## config.mk

```make
export PLATFORM = sky130hd
export DESIGN_NAME = button_gesture_blink_sequencer_top
export DESIGN_NICKNAME = d
export VERILOG_FILES = /design/src/sv/bgbs_pkg.sv /design/src/sv/button_gesture_blink_sequencer_top.sv
export SDC_FILE = /design/constraint.sdc
export NUM_CORES = 1
export LEC_CHECK = 0
export BUFFER_PORTS_ARGS = -buffer_cell sky130_fd_sc_hd__clkbuf_2
export CORE_AREA = 2 2 144 216
export DETAILED_ROUTE_END_ITERATION = 10
export DIE_AREA = 0 0 146 218
export MAX_ROUTING_LAYER = met4
export SLEW_MARGIN = 15
export SYNTH_ARGS = -nofsm -noshare
export SYNTH_HDL_FRONTEND = slang
export SYNTH_SLANG_ARGS = --single-unit
```

## constraint.sdc

```tcl
create_clock -name clk -period 16.8 [get_ports clk]
set_clock_uncertainty 0.1 [all_clocks]
set_input_delay 2.52 -clock clk [delete_from_list [all_inputs] [get_ports clk]]
set_output_delay 2.52 -clock clk [all_outputs]
set_load 0.03 [all_outputs]
```

## src/sv/bgbs_pkg.sv

```systemverilog
package bgbs_pkg;

	localparam int DELAY_W = 16;
	localparam int INDEX_W = 2;
	localparam int MODE_W  = 2;
	localparam int NUM_DELAYS = 4;

	// slave tdata: button_level in bit 0, padded to one byte
	localparam int S_TDATA_W = 8;
	// master tdata: led_level, mode, current_delay, delay_index, reverse
	localparam int M_FIELDS_W = 1 + MODE_W + DELAY_W + INDEX_W + 1;
	localparam int M_TDATA_W  = ((M_FIELDS_W + 7) / 8) * 8;

	localparam int APB_ADDR_W = 5;
	localparam int APB_DATA_W = 32;

	typedef enum logic [2:0] {
		REG_DELAY_0   = 3'd0,
		REG_DELAY_1   = 3'd1,
		REG_DELAY_2   = 3'd2,
		REG_DELAY_3   = 3'd3,
		REG_HOLD_THR  = 3'd4,
		REG_CLICK_GAP = 3'd5
	} reg_idx_t;

	typedef enum logic [MODE_W-1:0] {
		GEST_NONE       = 2'd0,
		GEST_ONE_CLICK  = 2'd1,
		GEST_TWO_CLICKS = 2'd2,
		GEST_HELD       = 2'd3
	} mode_t;

	localparam logic [DELAY_W-1:0] DELAY_0_RST   = 16'd250;
	localparam logic [DELAY_W-1:0] DELAY_1_RST   = 16'd500;
	localparam logic [DELAY_W-1:0] DELAY_2_RST   = 16'd1000;
	localparam logic [DELAY_W-1:0] DELAY_3_RST   = 16'd2000;
	localparam logic [DELAY_W-1:0] HOLD_THR_RST  = 16'd100;
	localparam logic [DELAY_W-1:0] CLICK_GAP_RST = 16'd50;

	localparam logic [1:0] CLICKS_MAX = 2'd2;

	function automatic logic [INDEX_W-1:0] next_index(logic [INDEX_W-1:0] idx, logic down);
		logic [INDEX_W-1:0] r;
		r = down ? (idx - 1'b1) : (idx + 1'b1);
		return r;
	endfunction

endpackage

```

## src/sv/button_gesture_blink_sequencer_top.sv

```systemverilog
// Channel  | Dir | Handshake                 | Payload
// ---------+-----+---------------------------+---------------------------------------------
// s_*      | in  | s_tvalid / s_tready       | s_tdata[0] button_level, [7:1] zero
// m_*      | out | m_tvalid / m_tready       | m_tdata led/mode/delay/index/reverse
// APB      | in  | psel & penable & pwrite   | 6 regs at 4*i: delay_0..3, hold_thr, click_gap
//
// One button word per cycle unless m_tready stalls; one registered result word per button word.
// All timers and gesture state update in a single combinational pass from the
// state registers into the state and result registers.
// s_tready is high whenever the result register is empty or being drained, so a
// stalled m_tready holds the result and blocks input only while it stays low.
// arst_n clears all state, result valid, and loads the register reset values.
module button_gesture_blink_sequencer_top #(
	parameter int TIMER_WIDTH = 16
) (
	input  logic                            clk,
	input  logic                            arst_n,
	// slave stream
	input  logic                            s_tvalid,
	output logic                            s_tready,
	input  logic [bgbs_pkg::S_TDATA_W-1:0]  s_tdata,  // [0] button_level, [7:1] zero
	// master stream
	output logic                            m_tvalid,
	input  logic                            m_tready,
	output logic [bgbs_pkg::M_TDATA_W-1:0]  m_tdata,  // [0] led_level, [2:1] mode,
	                                                  // [18:3] current_delay,
	                                                  // [20:19] delay_index, [21] reverse
	                                                  // [23:22] zero
	// config
	input  logic                            psel,
	input  logic                            penable,
	input  logic                            pwrite,
	input  logic [bgbs_pkg::APB_ADDR_W-1:0] paddr,
	input  logic [bgbs_pkg::APB_DATA_W-1:0] pwdata,
	output logic [bgbs_pkg::APB_DATA_W-1:0] prdata,
	output logic                            pready
);
	import bgbs_pkg::*;

	// wide enough to compare a timer against a 16-bit register either way
	localparam int CMP_W = (TIMER_WIDTH > DELAY_W) ? TIMER_WIDTH : DELAY_W;

	// config registers
	logic [DELAY_W-1:0] delay_q [NUM_DELAYS];
	logic [DELAY_W-1:0] hold_thr_q;
	logic [DELAY_W-1:0] click_gap_q;

	// gesture state
	logic                   led_q;
	logic [INDEX_W-1:0]     index_q;
	logic                   dir_down_q;
	logic                   prev_btn_q;
	logic [1:0]             clicks_q;
	logic                   holding_q;
	logic [TIMER_WIDTH-1:0] blink_el_q;
	logic [TIMER_WIDTH-1:0] press_el_q;
	logic [TIMER_WIDTH-1:0] click_el_q;
	logic [TIMER_WIDTH-1:0] hold_el_q;

	// next state
	logic                   led_d;
	logic [INDEX_W-1:0]     index_d;
	logic                   dir_down_d;
	logic [1:0]             clicks_d;
	logic                   holding_d;
	logic [TIMER_WIDTH-1:0] blink_el_d;
	logic [TIMER_WIDTH-1:0] press_el_d;
	logic [TIMER_WIDTH-1:0] click_el_d;
	logic [TIMER_WIDTH-1:0] hold_el_d;
	logic [DELAY_W-1:0]     period_blink;
	logic [DELAY_W-1:0]     period_hold;
	logic [DELAY_W-1:0]     period_out;
	mode_t                  mode_d;

	// result register
	logic                   out_valid_q;
	logic [M_TDATA_W-1:0]   out_data_q;

	logic btn;
	logic in_fire;
	logic cfg_wr;
	reg_idx_t cfg_idx;

	assign btn      = s_tdata[0];
	assign s_tready = !out_valid_q || m_tready;
	assign in_fire  = s_tvalid && s_tready;
	assign m_tvalid = out_valid_q;
	assign m_tdata  = out_data_q;

	assign pready  = 1'b1;
	assign cfg_wr  = psel && penable && pwrite && pready;
	assign cfg_idx = reg_idx_t'(paddr[APB_ADDR_W-1:2]);

	always_comb begin
		prdata = '0;
		case (cfg_idx)
			REG_DELAY_0:   prdata = APB_DATA_W'(delay_q[0]);
			REG_DELAY_1:   prdata = APB_DATA_W'(delay_q[1]);
			REG_DELAY_2:   prdata = APB_DATA_W'(delay_q[2]);
			REG_DELAY_3:   prdata = APB_DATA_W'(delay_q[3]);
			REG_HOLD_THR:  prdata = APB_DATA_W'(hold_thr_q);
			REG_CLICK_GAP: prdata = APB_DATA_W'(click_gap_q);
			default:       prdata = '0;
		endcase
	end

	always_ff @(posedge clk or negedge arst_n) begin
		if (!arst_n) begin
			delay_q[0]  <= DELAY_0_RST;
			delay_q[1]  <= DELAY_1_RST;
			delay_q[2]  <= DELAY_2_RST;
			delay_q[3]  <= DELAY_3_RST;
			hold_thr_q  <= HOLD_THR_RST;
			click_gap_q <= CLICK_GAP_RST;
		end else if (cfg_wr) begin
			case (cfg_idx)
				REG_DELAY_0:   delay_q[0]  <= pwdata[DELAY_W-1:0];
				REG_DELAY_1:   delay_q[1]  <= pwdata[DELAY_W-1:0];
				REG_DELAY_2:   delay_q[2]  <= pwdata[DELAY_W-1:0];
				REG_DELAY_3:   delay_q[3]  <= pwdata[DELAY_W-1:0];
				REG_HOLD_THR:  hold_thr_q  <= pwdata[DELAY_W-1:0];
				REG_CLICK_GAP: click_gap_q <= pwdata[DELAY_W-1:0];
				default: ;
			endcase
		end
	end

	// One tick, in the order: timers, blink, rise, fall, hold entry,
	// hold toggle, click resolve.
	always_comb begin
		led_d      = led_q;
		index_d    = index_q;
		dir_down_d = dir_down_q;
		clicks_d   = clicks_q;
		holding_d  = holding_q;

		// saturating timers
		blink_el_d = (&blink_el_q) ? blink_el_q : blink_el_q + 1'b1;
		press_el_d = (&press_el_q) ? press_el_q : press_el_q + 1'b1;
		click_el_d = (&click_el_q) ? click_el_q : click_el_q + 1'b1;
		hold_el_d  = (&hold_el_q)  ? hold_el_q  : hold_el_q  + 1'b1;

		// normal blink; only taken when not holding, so full period
		period_blink = delay_q[index_q];
		if (!holding_q && (CMP_W'(blink_el_d) >= CMP_W'(period_blink))) begin
			blink_el_d = '0;
			led_d      = !led_d;
			index_d    = next_index(index_d, dir_down_d);
		end

		// press edge
		if (btn && !prev_btn_q) begin
			press_el_d = '0;
			click_el_d = '0;
			if (clicks_d < CLICKS_MAX)
				clicks_d = clicks_d + 1'b1;
		end

		// release edge
		if (!btn && prev_btn_q) begin
			if (!holding_d)
				click_el_d = '0;
			holding_d = 1'b0;
		end

		// long press
		if (btn && !holding_d && (CMP_W'(press_el_d) >= CMP_W'(hold_thr_q))) begin
			holding_d = 1'b1;
			clicks_d  = '0;
			hold_el_d = '0;
		end

		// half-period toggle while holding
		period_hold = delay_q[index_d] >> 1;
		if (holding_d && (CMP_W'(hold_el_d) >= CMP_W'(period_hold))) begin
			hold_el_d = '0;
			led_d     = !led_d;
			index_d   = next_index(index_d, dir_down_d);
		end

		// click resolve once the gap has strictly passed
		if (!holding_d && (clicks_d != '0) && (CMP_W'(click_el_d) > CMP_W'(click_gap_q))) begin
			if (clicks_d == 2'd1)
				index_d = next_index(index_d, dir_down_d);
			else
				dir_down_d = !dir_down_d;
			clicks_d = '0;
		end

		if (holding_d)
			mode_d = GEST_HELD;
		else if (clicks_d == 2'd2)
			mode_d = GEST_TWO_CLICKS;
		else if (clicks_d == 2'd1)
			mode_d = GEST_ONE_CLICK;
		else
			mode_d = GEST_NONE;

		period_out = holding_d ? (delay_q[index_d] >> 1) : delay_q[index_d];
	end

	always_ff @(posedge clk or negedge arst_n) begin
		if (!arst_n) begin
			led_q       <= 1'b0;
			index_q     <= '0;
			dir_down_q  <= 1'b0;
			prev_btn_q  <= 1'b0;
			clicks_q    <= '0;
			holding_q   <= 1'b0;
			blink_el_q  <= '0;
			press_el_q  <= '0;
			click_el_q  <= '0;
			hold_el_q   <= '0;
			out_valid_q <= 1'b0;
		end else begin
			if (in_fire) begin
				led_q      <= led_d;
				index_q    <= index_d;
				dir_down_q <= dir_down_d;
				prev_btn_q <= btn;
				clicks_q   <= clicks_d;
				holding_q  <= holding_d;
				blink_el_q <= blink_el_d;
				press_el_q <= press_el_d;
				click_el_q <= click_el_d;
				hold_el_q  <= hold_el_d;
				out_valid_q <= 1'b1;
			end else if (m_tready) begin
				out_valid_q <= 1'b0;
			end
		end
	end

	// result payload, no reset needed
	always_ff @(posedge clk) begin
		if (in_fire)
			out_data_q <= M_TDATA_W'({dir_down_d, index_d, period_out, mode_d, led_d});
	end

endmodule

```

==> run_results.csv <==
group,metric,value,unit
final_layout,final_cell_mix,"261 x nand2_1, 139 x dfrtp_1, 129 x nand3_1, 73 x inv_1, 72 x o21ai_0",
worst_setup_path,path_class,"in2reg",
timing,rsz0062_at_grt,"no",
placed_design,place_ws,7.22,ns
min_path,hold_depth,2,
global_routing,first_global_vias,10600,
drt,totalWireLength,36000,µm
timing,max_freq,110,MHz
timing,drv_slew,0,
clocking,cts.path.max_buffers,2,
worst_setup_path,reg2reg_depth,30,
power,p_per_area,144,nW/µm²
timing,max_slew_margin,32.2,%
yosys,synth-edff-count,22,
yosys,syn_avg_cell_area,9.20,µm²
final_layout,layout.cells.most_common,"nand2_1",
worst_setup_path,ff2ff_setup_slack,7.91,ns
yosys,yosys_register_bits,191,
drt,wl_per_cell,19.1,µm
final_layout,regArea,4930,µm²
final_layout,multi_input_area,7660,µm²
worst_setup_path,reg2reg_from,"blink_el_q[0]",
placed_design,io_buffers,66,
die,start_util,44.0,%
die,core_region_area,30100,µm²
yosys,synth_cell_types,70,
placed_design,globalplace.congestion,0.882,
clocking,cts_tree,"done",
drt,viasPerCell,5.75,
die,num_io_pins,111,
clocking,post_cts.repair.setup_buffers,0,
worst_setup_path,slowest_delay,0.78,ns
clocking,cts_sinks,191,
yosys,synth-main-ff-cell,"dfrtp_1",
drt,dr_total_vias,10800,
drt,postRouteAntennaNets,0,
die,rows,78,
final_layout,n_antenna_cell,0,
worst_setup_path,cp_max_fo,63,
clocking,cts_made_buffers,17,
min_path,hp-class,"reg2reg",
clocking,cts_max_level,4,
run_status,status,"completed",
timing,hold_ws,0.404,ns
power,p_total,0.00208,W
min_path,hold_end,"led_q",
worst_setup_path,crit_path_top_delay_cell,"buf_4",
clocking,hold_buffers,0,
worst_setup_path,worstSetupEndpointType,"flop",
drt,drtIter0Drc,717,
yosys,netlist_instances,1438,
yosys,yosys_warnings,0,
yosys,yosysSeqAreaShare,37.2,%
placed_design,dp_hpwl,26600,µm
timing,setup_ws,7.70,ns
min_path,hold_start,"led_q",
timing,period_needed,9.10,ns
global_routing,grt_max_degree,101,
final_layout,syn_to_final_growth,9.06,%
clocking,clock_latency,0.46,ns
drt,drc,0,
drt,firstDrtPassIters,5,
worst_setup_path,critPathTopFamily,"simple AND/OR/NAND/NOR gates",
power,power.leakage,6.36,nW
die,die_x,146,µm
die,die_area,31800,µm²
power,ir_worst_vdd,92.5,µV
yosys,syn-cell-area,13200,µm²
timing,fin_crit_sh,54.2,%
final_layout,nets,1587,
worst_setup_path,cp.arrival,9.17,ns
worst_setup_path,path_buf_inv,3,
timing,hold_viol_final,0,
worst_setup_path,critPathRequiredTime,16.88,ns
global_routing,grt_first_pass_wirelength,58300,µm
clocking,cts_resized,0,
worst_setup_path,worstPathCellList,"clkbuf_2 -> nor2b_1 -> buf_4 -> a21oi_1 -> ha_1 -> nand4_1 -> nor2_1 -> nand2_1 -> o21ai_1 -> and2_1 -> nor2_1 -> ha_1 -> nand2_1 -> o21ai_0 -> a41o_1 -> nand4_1 -> a21oi_1 -> o31a_1 -> nor4b_1 -> a311oi_4 -> buf_4 -> mux2i_1 -> or4_1",
global_routing,antenna_found_initial,0,
worst_setup_path,r2r_end,"m_tdata[14]",
die,die_y,218,µm
clocking,root_buffer,"clkbuf_16",
job,drv_cap,0,
worst_setup_path,start_kind,"input pin",
global_routing,grt_overflow_total,0,
timing,tightest_slew,1.02,ns
clocking,clkSlewWorstSetupHoldPaths,0.06,ns
timing,tns,0,ns
yosys,synthArstFlopShare,88.5,%
final_layout,filler_cell_count,2940,
worst_setup_path,worstSetupPathDepth,23,
timing,setup_viol_count_final,0,
global_routing,grt_usage,24.0,%
final_layout,drive_gt1_share,18.3,%
[worst reg2reg max path: cells and delay by family (launching register included)]
family	cells	cell delay, ns
and+or+nand+nor	13	3.16
AOI/OAI and AO/OA	8	1.89
buffers and inverters	2	1.07
muxes	2	0.84
adders and majority gates	3	0.79
DFF	1	0.45
xor gates and xnor gates	2	0.34
[through the flow]
step	util, %	cell area [µm²]	instances
floorplan	-	13300	1455
global placement	46.1	13900	1848
detailed placement	46.2	13900	1848
CTS	48.0	14400	1880
global route	48.0	14400	1880
finish	48.0	14400	1880
[metal layers]
metal  part of all wire (%)  GRT usage (%)
met5                      0              -
met4                    5.1           12.1
met3                    4.0           4.06
met2                     50           40.1
met1                     40           27.9
[cells in the mapped netlist, types with 22 or more instances]
master / count / area [µm²]
o21ai_0: 72 / 360
dfrtp_1: 139 / 3480
nand2_1: 262 / 983
a22oi_1: 48 / 360
a21oi_1: 26 / 130
xnor2_1: 22 / 193
mux4_2: 31 / 698
inv_1: 73 / 274
ha_1: 68 / 851
nor2_1: 56 / 210
dfstp_2: 30 / 788
clkbuf_1: 60 / 225
edfxtp_1: 22 / 661
nand3_1: 129 / 646
xor2_1: 24 / 210
mux2_2: 69 / 777
mux2i_1: 63 / 631
[kinds of logic (layout without fill, tap and decap cells)]
| logic type | count (synthesis) | after routing | synth area share, % |
|---|---|---|---|
| DFF | 191 | 191 | 37.2 |
| adders and majority gates | 68 | 68 | 6.43 |
| other | 2 | 19 | 0.0568 |
| and+or+nand+nor | 569 | 569 | 19.9 |
| buffers and inverters | 170 | 195 | 5.94 |
| muxes | 165 | 165 | 16.1 |
| xor gates and xnor gates | 46 | 46 | 3.04 |
| AOI/OAI and AO/OA | 227 | 227 | 11.3 |
[how the worst max path moves through the flow]
stage | from | slack [ns] | to
2_1_floorplan | blink_el_q[0] | 9.19 | m_tdata[6]
3_3_place_gp | s_tdata[0] | 7.29 | m_tdata[14]
3_5_place_dp | s_tdata[0] | 7.22 | m_tdata[14]
4_1_cts | s_tdata[0] | 7.71 | m_tdata[14]
5_1_grt | s_tdata[0] | 7.21 | m_tdata[6]
6_report | s_tdata[0] | 7.70 | m_tdata[14]
[flip-flops by register name (all words and copies together) (netlist names), 2 cells and up]
register and count:
blink_el_q 16, click_el_q 16, click_gap_q 16, clicks_q 2, delay_q 64, hold_el_q 16
hold_thr_q 16, index_q 2, m_tdata 22, press_el_q 16
[power by group]
group	internal, W	total [W]	switching [W]
clock network	0.000204	0.000393	0.000190
registers	0.000589	0.000694	0.000105
logic	0.000397	0.000990	0.000593
[area by class of cell]
class                           count  share of cell area (%)
Inverter                           74                    1.92
Sequential cell                   191                    34.1
Clock inverter                      9                   0.512
Tap cell                          400                    3.47
Timing Repair Buffer               89                    3.53
Multi-Input combinational cell   1094                    53.1
Clock buffer                       23                    3.31
No activity file was read; power rests on OpenSTA's default activity.
